==> src/priority_task_scheduler_alarms_defines.svh <==
// Assertion macros for the scheduler block.
// PTS_ASSERT checks on the rising clock edge outside reset.
// PTS_ASSERT_NR checks on every rising clock edge, reset included.
`ifndef PRIORITY_TASK_SCHEDULER_ALARMS_DEFINES_SVH
`define PRIORITY_TASK_SCHEDULER_ALARMS_DEFINES_SVH

`ifndef SYNTH
`define PTS_ASSERT(label, prop) \
    label: assert property (@(posedge i_clk) disable iff (!i_rst_n) prop) \
        else $error("scheduler assertion failed");
`define PTS_ASSERT_NR(label, prop) \
    label: assert property (@(posedge i_clk) prop) \
        else $error("scheduler assertion failed");
`else
`define PTS_ASSERT(label, prop)
`define PTS_ASSERT_NR(label, prop)
`endif

`endif

==> src/pts_pkg.sv <==
`default_nettype none

package pts_pkg;

    // Fixed register slot counts and field widths
    localparam int SLOT_W      = 3;
    localparam int ASLOT_W     = 2;
    localparam int TASK_SLOTS  = 8;
    localparam int ALARM_SLOTS = 4;
    localparam int PRIO_FIELD  = 8;
    localparam int TIME_FIELD  = 16;
    localparam int TGT_FIELD   = 3;
    localparam int CFG_IDX_W   = 3;
    localparam int CFG_DATA_W  = 64;

    // Task states as stored in the task memory
    typedef logic [1:0] t_tstate;
    localparam t_tstate ST_SUSP  = 2'd0;
    localparam t_tstate ST_READY = 2'd1;
    localparam t_tstate ST_RUN   = 2'd2;

    // Request codes
    typedef logic [2:0] t_req_kind;
    localparam t_req_kind REQ_START     = 3'd0;
    localparam t_req_kind REQ_ACTIVATE  = 3'd1;
    localparam t_req_kind REQ_CHAIN     = 3'd2;
    localparam t_req_kind REQ_TERMINATE = 3'd3;
    localparam t_req_kind REQ_TICK      = 3'd4;

    // Configuration register indexes
    typedef logic [CFG_IDX_W-1:0] t_cfg_idx;
    localparam t_cfg_idx CFG_PRIO     = 3'd0;
    localparam t_cfg_idx CFG_PRESENT  = 3'd1;
    localparam t_cfg_idx CFG_AUTOST   = 3'd2;
    localparam t_cfg_idx CFG_APERIOD  = 3'd3;
    localparam t_cfg_idx CFG_ATARGET  = 3'd4;
    localparam t_cfg_idx CFG_AENABLE  = 3'd5;

    typedef struct packed {
        t_req_kind           req_type;
        logic [SLOT_W-1:0]   task_index;
    } t_req;

    typedef struct packed {
        logic                      running_valid;
        logic [SLOT_W-1:0]         running_task;
        logic [2*TASK_SLOTS-1:0]   task_states;
        logic [ALARM_SLOTS-1:0]    alarms_fired;
        logic                      target_missing;
    } t_result;

    // Scan control from the sequencer to the picker
    typedef struct packed {
        logic              clear;
        logic              take;
        logic [SLOT_W-1:0] idx;
    } t_scan_ctl;

    // Best ready task found by the scan
    typedef struct packed {
        logic              vld;
        logic [SLOT_W-1:0] idx;
    } t_pick;

endpackage

`default_nettype wire

==> src/pts_ram.sv <==
`default_nettype none

// Simple dual-port RAM, one write port, one registered read port
module pts_ram #(
    parameter int WIDTH = 2,
    parameter int DEPTH = 8,
    localparam int AW = (DEPTH > 1) ? $clog2(DEPTH) : 1
) (
    input  wire logic             i_clk,
    input  wire logic             i_we,
    input  wire logic [AW-1:0]    i_waddr,
    input  wire logic [WIDTH-1:0] i_wdata,
    input  wire logic [AW-1:0]    i_raddr,
    output logic      [WIDTH-1:0] o_rdata
);

    logic [WIDTH-1:0] r_mem [DEPTH];

    always_ff @(posedge i_clk) begin
        if (i_we) begin
            r_mem[i_waddr] <= i_wdata;
        end
        o_rdata <= r_mem[i_raddr];
    end

endmodule

`default_nettype wire

==> src/pts_picker.sv <==
`default_nettype none

// Walks the task states as they come out of the task memory, builds the
// packed state vector and keeps the best ready task (higher priority,
// lower index on a tie).
module pts_picker #(
    parameter int NUM_SLOTS = 8,
    parameter int PRIO_BITS = 8
) (
    input  wire logic                                               i_clk,
    input  wire logic                                               i_rst_n,
    input  wire pts_pkg::t_scan_ctl                                 i_ctl,
    input  wire pts_pkg::t_tstate                                   i_state,
    input  wire logic [pts_pkg::TASK_SLOTS*pts_pkg::PRIO_FIELD-1:0] i_prios,
    input  wire logic [pts_pkg::TASK_SLOTS-1:0]                     i_present,
    output logic      [2*pts_pkg::TASK_SLOTS-1:0]                   o_states,
    output pts_pkg::t_pick                                          o_best
);

    import pts_pkg::*;

    logic [PRIO_BITS-1:0]     prio;
    logic                     cand;
    logic                     better;
    logic                     r_best_vld;
    logic [SLOT_W-1:0]        r_best_idx;
    logic [PRIO_BITS-1:0]     r_best_prio;
    logic [2*TASK_SLOTS-1:0]  r_states;

    // candidate: present, in range and ready; strict compare keeps lowest index
    assign prio   = i_prios[PRIO_FIELD*i_ctl.idx +: PRIO_BITS];
    assign cand   = i_ctl.take && (int'(i_ctl.idx) < NUM_SLOTS) &&
                    i_present[i_ctl.idx] && (i_state == ST_READY);
    assign better = cand && (!r_best_vld || (prio > r_best_prio));

    always_ff @(posedge i_clk) begin
        if (!i_rst_n) begin
            r_best_vld <= 1'b0;
        end else if (i_ctl.clear) begin
            r_best_vld <= 1'b0;
        end else if (better) begin
            r_best_vld <= 1'b1;
        end
    end

    // payload of the scan
    always_ff @(posedge i_clk) begin
        if (i_ctl.clear) begin
            r_states <= '0;
        end else if (i_ctl.take) begin
            r_states[2*i_ctl.idx +: 2] <= i_state;
        end
        if (better) begin
            r_best_idx  <= i_ctl.idx;
            r_best_prio <= prio;
        end
    end

    assign o_states = r_states;
    assign o_best   = '{vld: r_best_vld, idx: r_best_idx};

endmodule

`default_nettype wire

==> src/priority_task_scheduler_alarms.sv <==
`default_nettype none
`include "priority_task_scheduler_alarms_defines.svh"

// Fixed-priority task scheduler with periodic alarms.
// Requests (start, activate, chain, terminate, tick) enter on i_req when start
// is high and busy is low. Each request gives one result on o_result, shown for
// one cycle with o_result_valid; the receiver cannot stall it. A new request
// can be taken in the cycle the result is shown.
// Task states and alarm counts live in two small synchronous RAMs; every
// request other than an unknown code updates them and then scans all
// N = min(NUM_TASKS, 8) task entries, one per cycle; an unknown code only scans.
// The task memory read port sets the pace: one task state per cycle.
// Configuration writes go on i_cfg_valid / i_cfg_index / i_cfg_data; ready is
// always high, and writes are meant to land while the block is idle.
// After reset a clearing pass writes every task suspended and every alarm
// count to zero; busy stays high during it.
module priority_task_scheduler_alarms #(
    parameter int NUM_TASKS  = 8,
    parameter int NUM_ALARMS = 4,
    parameter int PRIO_BITS  = 8,
    parameter int TIME_BITS  = 16
) (
    input  wire logic                               i_clk,
    input  wire logic                               i_rst_n,
    input  wire logic                               start,
    output logic                                    busy,
    input  wire pts_pkg::t_req                      i_req,
    output logic                                    o_result_valid,
    output pts_pkg::t_result                        o_result,
    input  wire logic                               i_cfg_valid,
    output logic                                    o_cfg_ready,
    input  wire logic [pts_pkg::CFG_IDX_W-1:0]      i_cfg_index,
    input  wire logic [pts_pkg::CFG_DATA_W-1:0]     i_cfg_data
);

    import pts_pkg::*;

    localparam int TASKS_USED  = (NUM_TASKS < TASK_SLOTS) ? NUM_TASKS : TASK_SLOTS;
    localparam int ALARMS_USED = (NUM_ALARMS < ALARM_SLOTS) ? NUM_ALARMS : ALARM_SLOTS;
    localparam int TASK_AW     = $clog2(TASKS_USED);
    localparam int ALM_AW      = (ALARMS_USED > 1) ? $clog2(ALARMS_USED) : 1;
    localparam int SWEEP       = (TASKS_USED > ALARMS_USED) ? TASKS_USED : ALARMS_USED;
    localparam int CNT_W       = $clog2(SWEEP + 1);

    typedef enum logic [2:0] {
        S_CLEAR, S_IDLE, S_LEAVE, S_TARGET, S_ALARM, S_SCAN, S_PICK
    } t_fsm;

    // configuration registers
    logic [TASK_SLOTS*PRIO_FIELD-1:0]   r_prios;
    logic [TASK_SLOTS-1:0]              r_present;
    logic [TASK_SLOTS-1:0]              r_autostart;
    logic [ALARM_SLOTS*TIME_FIELD-1:0]  r_periods;
    logic [ALARM_SLOTS*TGT_FIELD-1:0]   r_targets;
    logic [ALARM_SLOTS-1:0]             r_enables;

    // sequencer state
    t_fsm                    r_state;
    logic [CNT_W-1:0]        r_cnt;
    logic                    r_dv;
    logic [CNT_W-1:0]        r_di;
    logic                    r_is_start;
    logic                    r_do_sched;
    t_req_kind               r_kind;
    logic [SLOT_W-1:0]       r_idx;
    logic [ALARM_SLOTS-1:0]  r_fired;
    logic                    r_missing;
    logic                    r_run_valid;
    logic [SLOT_W-1:0]       r_run_index;
    logic                    r_out_valid;
    t_result                 r_result;

    // memory ports
    logic                    tmem_we;
    logic [TASK_AW-1:0]      tmem_waddr;
    t_tstate                 tmem_wdata;
    logic [TASK_AW-1:0]      tmem_raddr;
    t_tstate                 tmem_rdata;
    logic                    amem_we;
    logic [ALM_AW-1:0]       amem_waddr;
    logic [TIME_BITS-1:0]    amem_wdata;
    logic [ALM_AW-1:0]       amem_raddr;
    logic [TIME_BITS-1:0]    amem_rdata;

    // alarm step
    logic [ASLOT_W-1:0]      a_idx;
    logic                    a_en;
    logic [TIME_BITS-1:0]    a_period;
    logic [TIME_BITS:0]      a_next;
    logic [SLOT_W-1:0]       a_tgt;
    logic                    alm_fire;

    // scan and pick
    t_scan_ctl               scan_ctl;
    t_pick                   best;
    logic [2*TASK_SLOTS-1:0] pick_states;
    logic [2*TASK_SLOTS-1:0] states_out;
    logic                    pick_now;
    logic                    res_run_valid;
    logic [SLOT_W-1:0]       res_run_index;
    logic                    issue_task;
    logic                    issue_alm;

    function automatic logic f_exists(input logic [SLOT_W-1:0] idx);
        return (int'(idx) < TASKS_USED) && r_present[idx];
    endfunction

    pts_ram #(.WIDTH(2), .DEPTH(TASKS_USED)) u_task_mem (
        .i_clk   (i_clk),
        .i_we    (tmem_we),
        .i_waddr (tmem_waddr),
        .i_wdata (tmem_wdata),
        .i_raddr (tmem_raddr),
        .o_rdata (tmem_rdata)
    );

    pts_ram #(.WIDTH(TIME_BITS), .DEPTH(ALARMS_USED)) u_alarm_mem (
        .i_clk   (i_clk),
        .i_we    (amem_we),
        .i_waddr (amem_waddr),
        .i_wdata (amem_wdata),
        .i_raddr (amem_raddr),
        .o_rdata (amem_rdata)
    );

    pts_picker #(.NUM_SLOTS(TASKS_USED), .PRIO_BITS(PRIO_BITS)) u_picker (
        .i_clk     (i_clk),
        .i_rst_n   (i_rst_n),
        .i_ctl     (scan_ctl),
        .i_state   (tmem_rdata),
        .i_prios   (r_prios),
        .i_present (r_present),
        .o_states  (pick_states),
        .o_best    (best)
    );

    // alarm fields for the entry whose count is on the read port
    assign a_idx    = ASLOT_W'(r_di);
    assign a_en     = r_enables[a_idx];
    assign a_period = r_periods[TIME_FIELD*a_idx +: TIME_BITS];
    assign a_next   = {1'b0, amem_rdata} + (TIME_BITS+1)'(1);
    assign a_tgt    = r_targets[TGT_FIELD*a_idx +: SLOT_W];

    assign issue_task = int'(r_cnt) < TASKS_USED;
    assign issue_alm  = int'(r_cnt) < ALARMS_USED;

    assign scan_ctl = '{clear: (r_state == S_IDLE),
                        take:  (r_state == S_SCAN) && r_dv,
                        idx:   SLOT_W'(r_di)};
    assign pick_now = (r_state == S_PICK) && r_do_sched && best.vld;

    // result of the pick: a non-scheduling request keeps the running task
    assign res_run_valid = r_do_sched ? best.vld : r_run_valid;
    assign res_run_index = r_do_sched ? (best.vld ? best.idx : '0) : r_run_index;

    always_comb begin
        states_out = pick_states;
        if (pick_now) begin
            states_out[2*best.idx +: 2] = ST_RUN;
        end
    end

    // memory port control per sequencer step
    always_comb begin
        tmem_we    = 1'b0;
        tmem_waddr = TASK_AW'(r_cnt);
        tmem_wdata = ST_SUSP;
        tmem_raddr = TASK_AW'(r_cnt);
        amem_we    = 1'b0;
        amem_waddr = ALM_AW'(r_cnt);
        amem_wdata = '0;
        amem_raddr = ALM_AW'(r_cnt);
        alm_fire   = 1'b0;
        unique case (r_state)
            S_CLEAR: begin
                // reset clear or start load, one entry of each memory a cycle
                tmem_we    = issue_task;
                tmem_wdata = (r_is_start && f_exists(SLOT_W'(r_cnt)) &&
                              r_autostart[SLOT_W'(r_cnt)]) ? ST_READY : ST_SUSP;
                amem_we    = issue_alm;
            end
            S_LEAVE: begin
                tmem_we    = r_run_valid;
                tmem_waddr = TASK_AW'(r_run_index);
                tmem_wdata = (r_kind == REQ_ACTIVATE) ? ST_READY : ST_SUSP;
            end
            S_TARGET: begin
                tmem_we    = f_exists(r_idx);
                tmem_waddr = TASK_AW'(r_idx);
                tmem_wdata = ST_READY;
            end
            S_ALARM: begin
                // count write-back runs one entry behind the read
                if (r_dv && a_en && (a_period != '0)) begin
                    amem_we    = 1'b1;
                    amem_waddr = ALM_AW'(r_di);
                    if (a_next < {1'b0, a_period}) begin
                        amem_wdata = a_next[TIME_BITS-1:0];
                    end else begin
                        alm_fire = 1'b1;
                        // only the running task holds the run state
                        if (f_exists(a_tgt) && !(r_run_valid && (r_run_index == a_tgt))) begin
                            tmem_we    = 1'b1;
                            tmem_waddr = TASK_AW'(a_tgt);
                            tmem_wdata = ST_READY;
                        end
                    end
                end
            end
            S_PICK: begin
                if (pick_now) begin
                    tmem_we    = 1'b1;
                    tmem_waddr = TASK_AW'(best.idx);
                    tmem_wdata = ST_RUN;
                end
            end
            S_IDLE, S_SCAN: begin
            end
        endcase
    end

    // sequencer, configuration registers and registered result
    always_ff @(posedge i_clk) begin
        if (!i_rst_n) begin
            r_state     <= S_CLEAR;
            r_cnt       <= '0;
            r_dv        <= 1'b0;
            r_is_start  <= 1'b0;
            r_run_valid <= 1'b0;
            r_run_index <= '0;
            r_out_valid <= 1'b0;
            r_prios     <= '0;
            r_present   <= '0;
            r_autostart <= '0;
            r_periods   <= '0;
            r_targets   <= '0;
            r_enables   <= '0;
        end else begin
            r_out_valid <= 1'b0;

            if (i_cfg_valid && o_cfg_ready) begin
                case (i_cfg_index)
                    CFG_PRIO:    r_prios     <= i_cfg_data;
                    CFG_PRESENT: r_present   <= i_cfg_data[TASK_SLOTS-1:0];
                    CFG_AUTOST:  r_autostart <= i_cfg_data[TASK_SLOTS-1:0];
                    CFG_APERIOD: r_periods   <= i_cfg_data;
                    CFG_ATARGET: r_targets   <= i_cfg_data[ALARM_SLOTS*TGT_FIELD-1:0];
                    CFG_AENABLE: r_enables   <= i_cfg_data[ALARM_SLOTS-1:0];
                    default: begin
                    end
                endcase
            end

            unique case (r_state)
                S_CLEAR: begin
                    if (r_cnt == CNT_W'(SWEEP - 1)) begin
                        r_cnt   <= '0;
                        r_state <= r_is_start ? S_SCAN : S_IDLE;
                    end else begin
                        r_cnt <= r_cnt + 1'b1;
                    end
                end
                S_IDLE: begin
                    if (start) begin
                        r_kind     <= i_req.req_type;
                        r_idx      <= i_req.task_index;
                        r_fired    <= '0;
                        r_missing  <= 1'b0;
                        r_cnt      <= '0;
                        r_dv       <= 1'b0;
                        r_is_start <= 1'b0;
                        r_do_sched <= 1'b1;
                        case (i_req.req_type)
                            REQ_START: begin
                                r_is_start  <= 1'b1;
                                r_run_valid <= 1'b0;
                                r_run_index <= '0;
                                r_state     <= S_CLEAR;
                            end
                            REQ_ACTIVATE, REQ_CHAIN, REQ_TERMINATE: begin
                                r_state <= S_LEAVE;
                            end
                            REQ_TICK: begin
                                r_do_sched <= !r_run_valid;
                                r_state    <= S_ALARM;
                            end
                            default: begin
                                r_do_sched <= 1'b0;
                                r_state    <= S_SCAN;
                            end
                        endcase
                    end
                end
                S_LEAVE: begin
                    r_run_valid <= 1'b0;
                    r_run_index <= '0;
                    r_state     <= (r_kind == REQ_TERMINATE) ? S_SCAN : S_TARGET;
                end
                S_TARGET: begin
                    if (!f_exists(r_idx)) begin
                        r_missing <= 1'b1;
                    end
                    r_state <= S_SCAN;
                end
                S_ALARM: begin
                    r_dv <= issue_alm;
                    r_di <= r_cnt;
                    if (issue_alm) begin
                        r_cnt <= r_cnt + 1'b1;
                    end
                    if (alm_fire) begin
                        r_fired[a_idx] <= 1'b1;
                    end
                    if (r_dv && (r_di == CNT_W'(ALARMS_USED - 1))) begin
                        r_cnt   <= '0;
                        r_dv    <= 1'b0;
                        r_state <= S_SCAN;
                    end
                end
                S_SCAN: begin
                    r_dv <= issue_task;
                    r_di <= r_cnt;
                    if (issue_task) begin
                        r_cnt <= r_cnt + 1'b1;
                    end
                    if (r_dv && (r_di == CNT_W'(TASKS_USED - 1))) begin
                        r_cnt   <= '0;
                        r_dv    <= 1'b0;
                        r_state <= S_PICK;
                    end
                end
                S_PICK: begin
                    r_run_valid <= res_run_valid;
                    r_run_index <= res_run_index;
                    r_result    <= '{running_valid:  res_run_valid,
                                     running_task:   res_run_index,
                                     task_states:    states_out,
                                     alarms_fired:   r_fired,
                                     target_missing: r_missing};
                    r_out_valid <= 1'b1;
                    r_state     <= S_IDLE;
                end
            endcase
        end
    end

    assign busy           = (r_state != S_IDLE);
    assign o_result_valid = r_out_valid;
    assign o_result       = r_result;
    assign o_cfg_ready    = 1'b1;

    // one strobe per request, never back to back
    `PTS_ASSERT(a_single_strobe, o_result_valid |=> !o_result_valid)
    // the reported running-valid flag matches the held run register
    `PTS_ASSERT(a_run_report, o_result_valid |-> (o_result.running_valid == r_run_valid))
    // an accepted request keeps the block busy in the next cycle
    `PTS_ASSERT(a_accept_busy, (start && !busy) |=> busy)
    // reset starts the clearing pass
    `PTS_ASSERT_NR(a_reset_clear, !i_rst_n |=> busy)

endmodule

`default_nettype wire
==> config.mk <==
export PLATFORM = sky130hd
export DESIGN_NAME = priority_task_scheduler_alarms
export DESIGN_NICKNAME = d
export VERILOG_FILES = /design/src/pts_pkg.sv /design/src/pts_ram.sv /design/src/pts_picker.sv /design/src/priority_task_scheduler_alarms.sv
export VERILOG_INCLUDE_DIRS = /design/src /design/src/src
export SDC_FILE = /design/constraint.sdc
export NUM_CORES = 1
export LEC_CHECK = 0
export BUFFER_PORTS_ARGS = -buffer_cell sky130_fd_sc_hd__buf_2
export CAP_MARGIN = 30
export CORE_UTILIZATION = 45
export DETAILED_ROUTE_END_ITERATION = 12
export GPL_TIMING_DRIVEN = 0
export PLACE_DENSITY = 0.73
export SYNTH_ARGS = -nofsm -noshare
export SYNTH_HDL_FRONTEND = slang
export SYNTH_SLANG_ARGS = --single-unit
export TNS_END_PERCENT = 1
==> constraint.sdc <==
create_clock -name i_clk -period 4.2 [get_ports i_clk]
set_clock_uncertainty 0.2 [all_clocks]
set_input_delay 0.42 -clock i_clk [delete_from_list [all_inputs] [get_ports i_clk]]
set_output_delay 0.42 -clock i_clk [all_outputs]
set_load 0.005 [all_outputs]
Yosys cells after proc, flatten, opt, wreduce, memory -nomap -nowiden
Memory sizes are Yosys's and may differ from the RTL's. A register that Yosys moved wholly into a read port is not among the register bits.
Index checks and enable logic that the tools add are counted.
{ "op_classes": {"n_addsub": 4, "multipliers": 1, "n_lt_le_gt_ge": 10, "n_eq_ne": 32, "n_shift": 7, "mux": 83, "bitwise_logic": 2, "reduce_logical": 48} }
{ "ops": {"columns": ["op", "n"], "rows": [
  ["4-bit negator with 34-bit output", 2],
  ["2-bit by 34-bit variable shift with 16-bit output, first input constant", 2],
  ["16-bit 2-to-1 mux", 4],
  ["64-bit by 7-bit variable part select with 16-bit output", 1],
  ["64-bit by 7-bit variable part select with 8-bit output", 1],
  ["3-bit 2-to-1 mux", 14],
  ["2-bit by 34-bit variable part select with 16-bit output", 1],
  ["2-bit by 34-bit variable part select with 16-bit output, first input constant", 1],
  ["1-bit 2-to-1 mux", 33],
  ["16-bit bitwise mux", 2],
  ["4-bit 2-to-1 mux", 7],
  ["3-bit by 2-bit == test with 1-bit output, second input constant", 7],
  ["3-bit case mux with 7 select lines", 1],
  ["2-bit AND reduction", 10],
  ["3-bit == test, second input constant", 6],
  ["3-bit case mux with 3 select lines", 2],
  ["16-bit by 1-bit adder with 17-bit output, second input constant", 1],
  ["17-bit by 16-bit < comparator with 1-bit output", 1],
  ["3-bit by 4-bit < comparator with 1-bit output, second input constant", 4],
  ["4-bit case mux with 4 select lines", 1],
  ["4-bit AND reduction", 4],
  ["16-bit nonzero test", 1],
  ["1-bit binary-select mux with 3-bit select", 5],
  ["1-bit logical AND", 15],
  ["39 further kinds", 61]
]} }
{ "word_totals": {"reg_bits": 243, "mem_bits_rw": 80, "input_bits": 77, "wordCells": 217, "memories": 2} }
{ "memory_table": {"columns": ["memory", "depth", "width", "read_ports", "rd_clocked_by_memory_dff", "wr", "line_no", "text"], "rows": [
  ["u_alarm_mem.r_mem", 4, 16, 1, 1, 1, "pts_ram.sv:17", "logic [WIDTH-1:0] r_mem [DEPTH];"],
  ["u_task_mem.r_mem", 8, 2, 1, 1, 1, "pts_ram.sv:17", null]
]} }

Depth between registers and ports, before layout
Gate-level depths: netlist (run 1).
{ "logic_depth": {"word_depth": 12, "mapped_depth": 15, "mapped_depth_nobuf": 14} }

Cells and area by module
From an unflattened synthesis (run 1), not the netlist that was laid out.
{ "hier_totals": {"hier_cells": 1468, "area_unflattened_um2": 15650.0} }
{ "modules_own_cells": {"columns": ["module", "instances", "cells_per_inst", "area_per_inst_um2", "seq_area_each_um2"], "rows": [
  ["priority_task_scheduler_alarms", 1, 1137, 10241.1, 4714.5],
  ["pts_ram at u_alarm_mem", 1, 104, 2697.6, 2242.2],
  ["pts_picker", 1, 190, 2004.4, 670.6],
  ["pts_ram at u_task_mem", 1, 37, 706.9, 520.5]
]} }

Worst setup path after synthesis (run 1)
No wires, ideal clock.
{ "synth_path": {"path_kind": "flip-flop to flip-flop", "start": "reg r_di[1]", "end": "reg u_picker.r_best_idx[0] (enable)", "setup_time_ps": 396, "arrival_ps": 3607, "path_slack_ps": -3, "path_stages_with_launch": 16, "path_buffers": 4, "synth_period_minus_slack_ps": 4203, "path_cell_list": "edfxtp_1 buf_2 buf_2 buf_1 clkbuf_1 mux4_2 nand2_1 nand2_1 ha_1 nor2b_1 o21ai_0 nand2b_1 a21oi_1 o21ai_0 o21ai_0 a21boi_0"} }
{ "synth_between": {"elab_cells_between_ends": 8, "cone_classes": "order compare: 1; shift: 1; mux: 2; reduce/logical: 4"} }
{ "synth_rtl": {"columns": ["element", "line_no", "text"], "rows": [
  ["start, declared", "priority_task_scheduler_alarms.sv:61", "logic [CNT_W-1:0] r_di;"],
  ["start signal, assigned", "priority_task_scheduler_alarms.sv:307", "r_di <= r_cnt;"],
  ["start signal, assigned", "priority_task_scheduler_alarms.sv:322", "r_di <= r_cnt;"],
  ["64-bit by 7-bit variable part select with 8-bit output", "pts_picker.sv:31", "assign prio = i_prios[PRIO_FIELD*i_ctl.idx +: PRIO_BITS];"],
  ["net u_picker.prio[1]", "pts_picker.sv:22", "logic [PRIO_BITS-1:0] prio;"],
  ["8-bit greater-than comparator", "pts_picker.sv:34", "assign better = cand && (!r_best_vld || (prio > r_best_prio));"],
  ["1-bit logical OR", "pts_picker.sv:34", null],
  ["1-bit logical AND", "pts_picker.sv:34", null],
  ["net u_picker.better", "pts_picker.sv:24", "logic better;"],
  ["end signal, assigned", "pts_picker.sv:54", "r_best_idx <= i_ctl.idx;"],
  ["end, declared", "pts_picker.sv:26", "logic [SLOT_W-1:0] r_best_idx;"]
]} }
The timed path passes the listed nets, and every way through them passes these cells. The select of a mux whose other input is x is not followed.
A chain may end at the register's enable or synchronous reset.

Worst setup path after layout (run 1)
{ "layout_path": {"start": "reg r_di[1]", "end": "reg u_picker.r_best_prio[4] (enable)"} }
{ "layout_between": {"elab_cells_between_ends": 8, "cone_classes": "order compare: 1; shift: 1; mux: 2; reduce/logical: 4"} }
{ "layout_rtl": {"columns": ["element", "line_no", "text"], "rows": [
  ["64-bit by 7-bit variable part select with 8-bit output", "pts_picker.sv:31", null],
  ["net u_picker.prio[1]", "pts_picker.sv:22", null],
  ["8-bit greater-than comparator", "pts_picker.sv:34", null],
  ["1-bit logical OR", "pts_picker.sv:34", null],
  ["1-bit logical AND", "pts_picker.sv:34", null],
  ["net u_picker.better", "pts_picker.sv:24", null],
  ["end signal, assigned", "pts_picker.sv:55", "r_best_prio <= prio;"],
  ["end, declared", "pts_picker.sv:27", "logic [PRIO_BITS-1:0] r_best_prio;"]
]} }
The timed path passes the listed nets, and every way through them passes these cells. The select of a mux whose other input is x is not followed.

==> reports/qor.txt, run 1 <==
Residual DRC = 0
Worst path slowest cell = edfxtp_1
slowest cell delay on critical path = 0.48 ns
all-layer global routing usage = 23.4%
Site Rows = 67
Final Setup Violations = 0
initial antenna violation count = 2
Post-synth EDFFs = 132
Layout area overhead = 19.4%
first-pass GRT wire length = 64400 um
top-area cell type share of the netlist area = 26.9%
crit start category = flop
Worst Tran Pin Value = 0.972 ns
Power Density = 404 nW/um^2
I/O pin count = 105
CP Capture Type = flop
post-synthesis cell type with the largest combined area = dfxtp_1
top_reg_cell synth = dfxtp_1
CP max FO = 10
# H-tree levels = 2
CTS buffer count = 35
post-synth net total = 1613
yosys warns = 0
Final Wtd Congestion = 0.945
Syn Inst Count = 1498
fmax = 247 MHz
VDD IR max = 0.274 mV
wire per inst = 19.3 um
chip height = 188 um
Setup TNS = 0 ns
Initial Utilization = 46.1%
Post-synth top cells = 387 x nand2_1, 209 x dfxtp_1, 132 x edfxtp_1
Seq cells post-synth = 341
Worst slew margin = 34.7%
Mean Syn Cell Area = 10.4 um^2
Leak = 6.80 nW
CTS Sinks = 341
worst path cell trace = buf_4 -> buf_4 -> buf_4 -> clkbuf_8 -> mux4_2 -> nand2_1 -> nand2_1 -> ha_1 -> nor2b_1 -> o21ai_0 -> nand2b_1 -> a21oi_1 -> o21ai_0 -> o21ai_1 -> a21boi_2 -> buf_4
Max Slew Vio Count = 0
worst hold margin = 0.0113 ns
core box area = 33800 um^2
Final Critical Period = 4.05 ns
vias per cell = 5.56
status = completed
Fin. Hold Viols = 0
Reg clk slew, reported paths = 0.06 ns
final period utilization = 96.5%
final instance count without filler cells = 2172
count leader, synth = nand2_1
clk root buf = clkbuf_16
number of buffers added on ports = 102
Distinct cells, synth = 67
Worst Path Arrival = 4.08 ns
dpl hpwl = 30200 um
Cell Area, Synth = 15600 um^2
register area share after synthesis = 52.3%
Synth area leaders = dfxtp_1 27%, edfxtp_1 25%, nand2_1 9.3%, mux4_2 8.5%, a21boi_0 5.6%
WP data required = 4.22 ns
Reg2Reg Setup Slack = 0.15 ns
vias in the first global route = 11570
Worst Hold Class = in -> reg
drt initial violations = 1077
Synth async-reset ratio = 0%
critical path type = reg -> reg
CTS tree = done
placed insts = 2050
pin count of the biggest net entering global routing = 26
Die W = 188 um
critical path's top delay family = buffers and inverters
detailed-route via count = 12085
Initial DRT Pass Iterations = 6
nets = 1815
Clock Path Buffers = 3
Max Cap Viol = 0
Worst Path Buf+Inv = 5
die footprint = 35400 um^2
aggregate global routing overflow = 0
Top cell by count, worst path = buf_4
final WL = 41900 um
worst skew pair latency = 0.52 ns
Inserted Diodes = 0
fraction of layout cells with a size suffix above 1 = 15.8%
ANT nets after route = 0
==> cell families after synthesis <==
kind of cell	after synthesis	share of synthesized area (%)
adders and majority gates	38	3.05
DFF	341	52.3
xor gates and xnor gates	17	0.956
AOI/OAI and AO/OA	272	12.5
buffers and inverters	131	3.40
other	1	0.0241
and+or+nand+nor	610	17.3
muxes	88	10.4
==> worst paths after layout <==
| kind | cells after the start | from | end |
|---|---|---|---|
| hold reg to reg | 0 | r_cnt[2] | r_di[2] |
| setup reg to reg | 16 | r_di[1] | u_picker.r_best_prio[4] |
| setup / recovery | 16 | r_di[1] | u_picker.r_best_prio[4] |
| hold / removal | 3 | i_cfg_data[11] | r_targets[11] |
==> state kept, by name, summed over array words and instances, names as in the netlist, 4 cells and up <==
| name | flops |
|---|---|
| u_alarm_mem.r_mem | 64 |
| u_task_mem.r_mem | 16 |
| r_targets | 12 |
| r_di | 4 |
| u_picker.r_best_prio | 8 |
| r_prios | 64 |
| r_periods | 64 |
| u_alarm_mem.o_rdata | 16 |
| r_present | 8 |
| r_fired | 4 |
| o_result | 25 |
| u_picker.o_states | 16 |
| r_enables | 4 |
| r_autostart | 8 |
| r_cnt | 4 |
==> tightest hold or removal path, cell delays in order <==
cell	delay, ns
buf_2	0.14
nand2_1	0.06
a21boi_0	0.06
==> what timing repair did <==
| action | 4_1_cts | 5_1_grt |
|---|---|---|
| setup endpoints to repair | 47 | 84 |
| pin swaps | 1 | 4 |
| hold buffers | 53 | 0 |
| setup buffers | 0 | 6 |
| gates resized for setup | 17 | 22 |
| endpoints found under the hold margin | 79 | 0 |
==> layout make-up <==
class	instances	area (um^2)
Fill cell	2864	15200
Multi-Input combinational cell	1026	6960
Clock inverter	10	128
Clock buffer	51	1060
Sequential cell	341	8150
Tap cell	448	561
Buffer	86	403
Timing Repair Buffer	165	1150
Inverter	45	169
==> per-layer routing <==
metal | share of wire, % | vias up | GRT usage [%] | routed length (um)
li1 | - | 5675 | - | -
met1 | 42 | 5802 | 30.5 | 17600
met2 | 48 | 515 | 39.6 | 20100
met3 | 6.9 | 89 | 3.52 | 2910
met4 | 3.1 | 4 | 8.04 | 1290
met5 | 0.057 | - | 0 | 24
==> power by group <==
group / switching [mW] / internal (mW) / total [mW]
Combinational: 0.345 / 0.287 / 0.632
Clock: 1.29 / 1.95 / 3.24
Sequential: 0.0794 / 3.55 / 3.63
Total: 1.72 / 5.78 / 7.50
==> cell usage in the layout (no fill, tap or decap), types with 4 or more instances in the layout <==
| master | Yosys | routed |
|---|---|---|
| ha_1 | 38 | 38 |
| and3_1 | 13 | 13 |
| a21o_1 | 6 | 6 |
| nor2b_1 | 38 | 35 |
| nand2b_1 | 10 | 10 |
| mux2i_1 | 23 | 23 |
| nand3_1 | 39 | 38 |
| clkbuf_16 | 0 | 40 |
| inv_1 | 41 | 41 |
| mux2_2 | 4 | 4 |
| buf_4 | 2 | 12 |
| xnor2_1 | 13 | 12 |
| dlygate4sd3_1 | 0 | 53 |
| a31oi_1 | 7 | 7 |
| xor2_1 | 4 | 4 |
| mux4_2 | 59 | 59 |
| a21boi_0 | 116 | 115 |
| edfxtp_1 | 132 | 132 |
| a21boi_1 | 45 | 45 |
| o21ai_1 | 3 | 4 |
| and2_1 | 18 | 16 |
| nand4_1 | 14 | 14 |
| nor3_1 | 12 | 12 |
| nand2_1 | 387 | 387 |
| a21oi_1 | 29 | 29 |
| nor4_1 | 6 | 5 |
| clkinv_2 | 0 | 5 |
| clkbuf_1 | 70 | 76 |
| inv_2 | 4 | 4 |
| dfxtp_1 | 209 | 206 |
| a22oi_1 | 7 | 7 |
| o22ai_1 | 4 | 4 |
| o211ai_1 | 6 | 6 |
| o21ai_0 | 21 | 20 |
| buf_2 | 6 | 106 |
| buf_6 | 3 | 4 |
| nor2_1 | 52 | 48 |
==> per-stage QoR <==
step	utilization [%]	total power [mW]	worst slack [ns]	area, um^2
6_report	55.0	7.50	0.147	18600
5_1_grt	55.0	7.72	-0.0102	18600
4_1_cts	54.6	7.51	0.00139	18400
3_5_place_dp	49.4	4.27	-1.07	16700
3_3_place_gp	49.3	4.24	-1.39	16600
2_1_floorplan	-	4.04	0.285	15600
Note: power is estimated with default switching activity, not from simulation.
==> run 2, diff against run 1 <==
==> constraint.sdc (replaced) <==
create_clock -name i_clk -period 4.2 [get_ports i_clk]
set_clock_uncertainty 0.2 [all_clocks]
set_input_delay 0 -clock i_clk [delete_from_list [all_inputs] [get_ports i_clk]]
set_output_delay 0 -clock i_clk [all_outputs]
set_load 0.005 [all_outputs]
==> run 2 against run 1 <==
Compared with the run above:
- core utilization grew 0.94 points
- worst hold slack better by 0.046 ns
- flip-flop and latch count did not move
- largest cell class unchanged
- largest power group unchanged
==> reports/qor.txt, run 2 (same netlist as run 1, synthesis figures left out) <==
Hold Path Cell Cnt = 2
final core utilization = 56.0%
crit start category = flop
worst hold margin = 0.0570 ns
Layout area overhead = 21.4%
Worst Hold Class = in -> reg
nets = 1847
Leak = 6.94 nW
R2R cell count = 16
WP data required = 4.22 ns
Max Slew Vio Count = 0
DR WL met2 = 20400 um
Worst Path Arrival = 4.04 ns
DR top layer = met5
final period utilization = 95.6%
Top cell by count, worst path = buf_4
setup slack after layout = 0.184 ns
detailed-route via count = 12228
I/O pin count = 105
Register Area = 8150 um^2
CP max FO = 10
aggregate global routing overflow = 0
status = completed
area of the multi-input gates = 6960 um^2
Die W = 188 um
critical path's top delay family = buffers and inverters
Final Setup Violations = 0
# H-tree levels = 2
die footprint = 35400 um^2
Final Critical Period = 4.02 ns
Tot Pwr = 7.53 mW
critical path type = reg -> reg
CTS Sinks = 341
met1 WL = 17800 um
vias in the first global route = 11737
r2r endpoint = u_picker.r_best_prio[2]
final WL = 42400 um
worst skew pair latency = 0.52 ns
worst path cell trace = buf_4 -> buf_4 -> buf_6 -> clkbuf_8 -> mux4_2 -> nand2_1 -> nand2_1 -> ha_1 -> nor2b_1 -> o21ai_0 -> nand2b_1 -> a21oi_1 -> o21ai_0 -> o21ai_1 -> a21boi_2 -> buf_4
largest registers = r_periods x64, r_prios x64, u_alarm_mem.r_mem x64
fraction of layout cells with a size suffix above 1 = 15.6%
CP Capture Type = flop
chip height = 188 um
Setup TNS = 0 ns
number of buffers added on ports = 102
CTS tree = done
post-place setup slack = -1.07 ns
cell depth of the worst setup path = 16
leading cell type in the layout, fill and taps excluded = nand2_1
Initial DRT Pass Iterations = 5
Residual DRC = 0
Site Rows = 67
Inserted Diodes = 0
commonest non-fill, non-tap cells in the layout = 387 x nand2_1, 206 x dfxtp_1, 132 x edfxtp_1
Reg2Reg Launch Point = r_di[1]
first-pass GRT wire length = 64900 um
Power Density = 398 nW/um^2
Reg2Reg Setup Slack = 0.18 ns
vias per cell = 5.55
clk root buf = clkbuf_16
Worst Path Buf+Inv = 5
Fin. Hold Viols = 0
Worst Tran Pin Value = 0.989 ns
drt initial violations = 1156
Clock Path Buffers = 3
Reg clk slew, reported paths = 0.06 ns
ANT nets after route = 0
dpl hpwl = 30200 um
Worst path slowest cell = edfxtp_1
RSZ-0062 raised after global routing = no
Hold Crit Endpoint = r_kind[0]
Max Cap Viol = 0
HP Start = i_req[3]
CTS buffer count = 35
VDD IR max = 0.273 mV
fmax = 249 MHz
Worst slew margin = 33.6%
core box area = 33800 um^2
all-layer global routing usage = 23.6%
Fill cells = 2829
Final Wtd Congestion = 0.945
pin count of the biggest net entering global routing = 26
wire per inst = 19.2 um
met3 routed WL = 2790 um
initial antenna violation count = 1
Initial Utilization = 46.1%
slowest cell delay on critical path = 0.48 ns
## run 2: cell types whose count changed in the layout (fill, tap and decap cells not counted), sizes merged
| cell | previous run | this run |
|---|---|---|
| buf | 129 | 130 |
| dlygate4sd3 | 53 | 84 |
## run 2: how the worst max path moves through the flow
stage,start,end
5_1_grt,u_alarm_mem.o_rdata[2],u_task_mem.r_mem[3][0]
3_3_place_gp,r_di[1],u_picker.r_best_prio[6]
3_5_place_dp,r_di[1],u_picker.r_best_prio[6]
4_1_cts,u_alarm_mem.o_rdata[2],u_task_mem.r_mem[7][1]
2_1_floorplan,r_di[1],u_picker.r_best_idx[0]
6_report,r_di[1],u_picker.r_best_prio[2]
## run 2: power by group
group	total, mW	switching, mW	leakage (nW)	internal, mW
Combinational	0.656	0.351	3.37	0.304
Clock	3.24	1.30	0.589	1.95
Sequential	3.63	0.0798	2.99	3.55
## run 2: area by class of cell
type	instances	area share, %
flip-flops and latches	341	43.1
multi-input cells	1026	36.8
repair buffers	197	7.77
clock buffers	51	5.63
well taps	448	2.96
plain buffers	86	2.12
inverters	45	0.893
clock inverters	10	0.675
## run 2: metal layers
layer | vias up | global-route usage, %
li1 | 5743 | -
met1 | 5906 | 30.8
met2 | 491 | 39.8
met3 | 86 | 3.50
met4 | 2 | 8.63
met5 | - | 0
## run 2: through the flow
stage	std cells	area (um^2)
3_3_place_gp	2048	16600
5_1_grt	2204	18900
6_report	2204	18900
4_1_cts	2195	18700
3_5_place_dp	2050	16700
2_1_floorplan	1498	15600
## run 2: repair_timing
item / in CTS / in global routing
pin swaps: 1 / 5
hold endpoints to repair: 181 / 0
setup endpoints to repair: 47 / 84
gates resized for setup: 17 / 22
buffers inserted: 0 / 7
hold buffers: 84 / 0
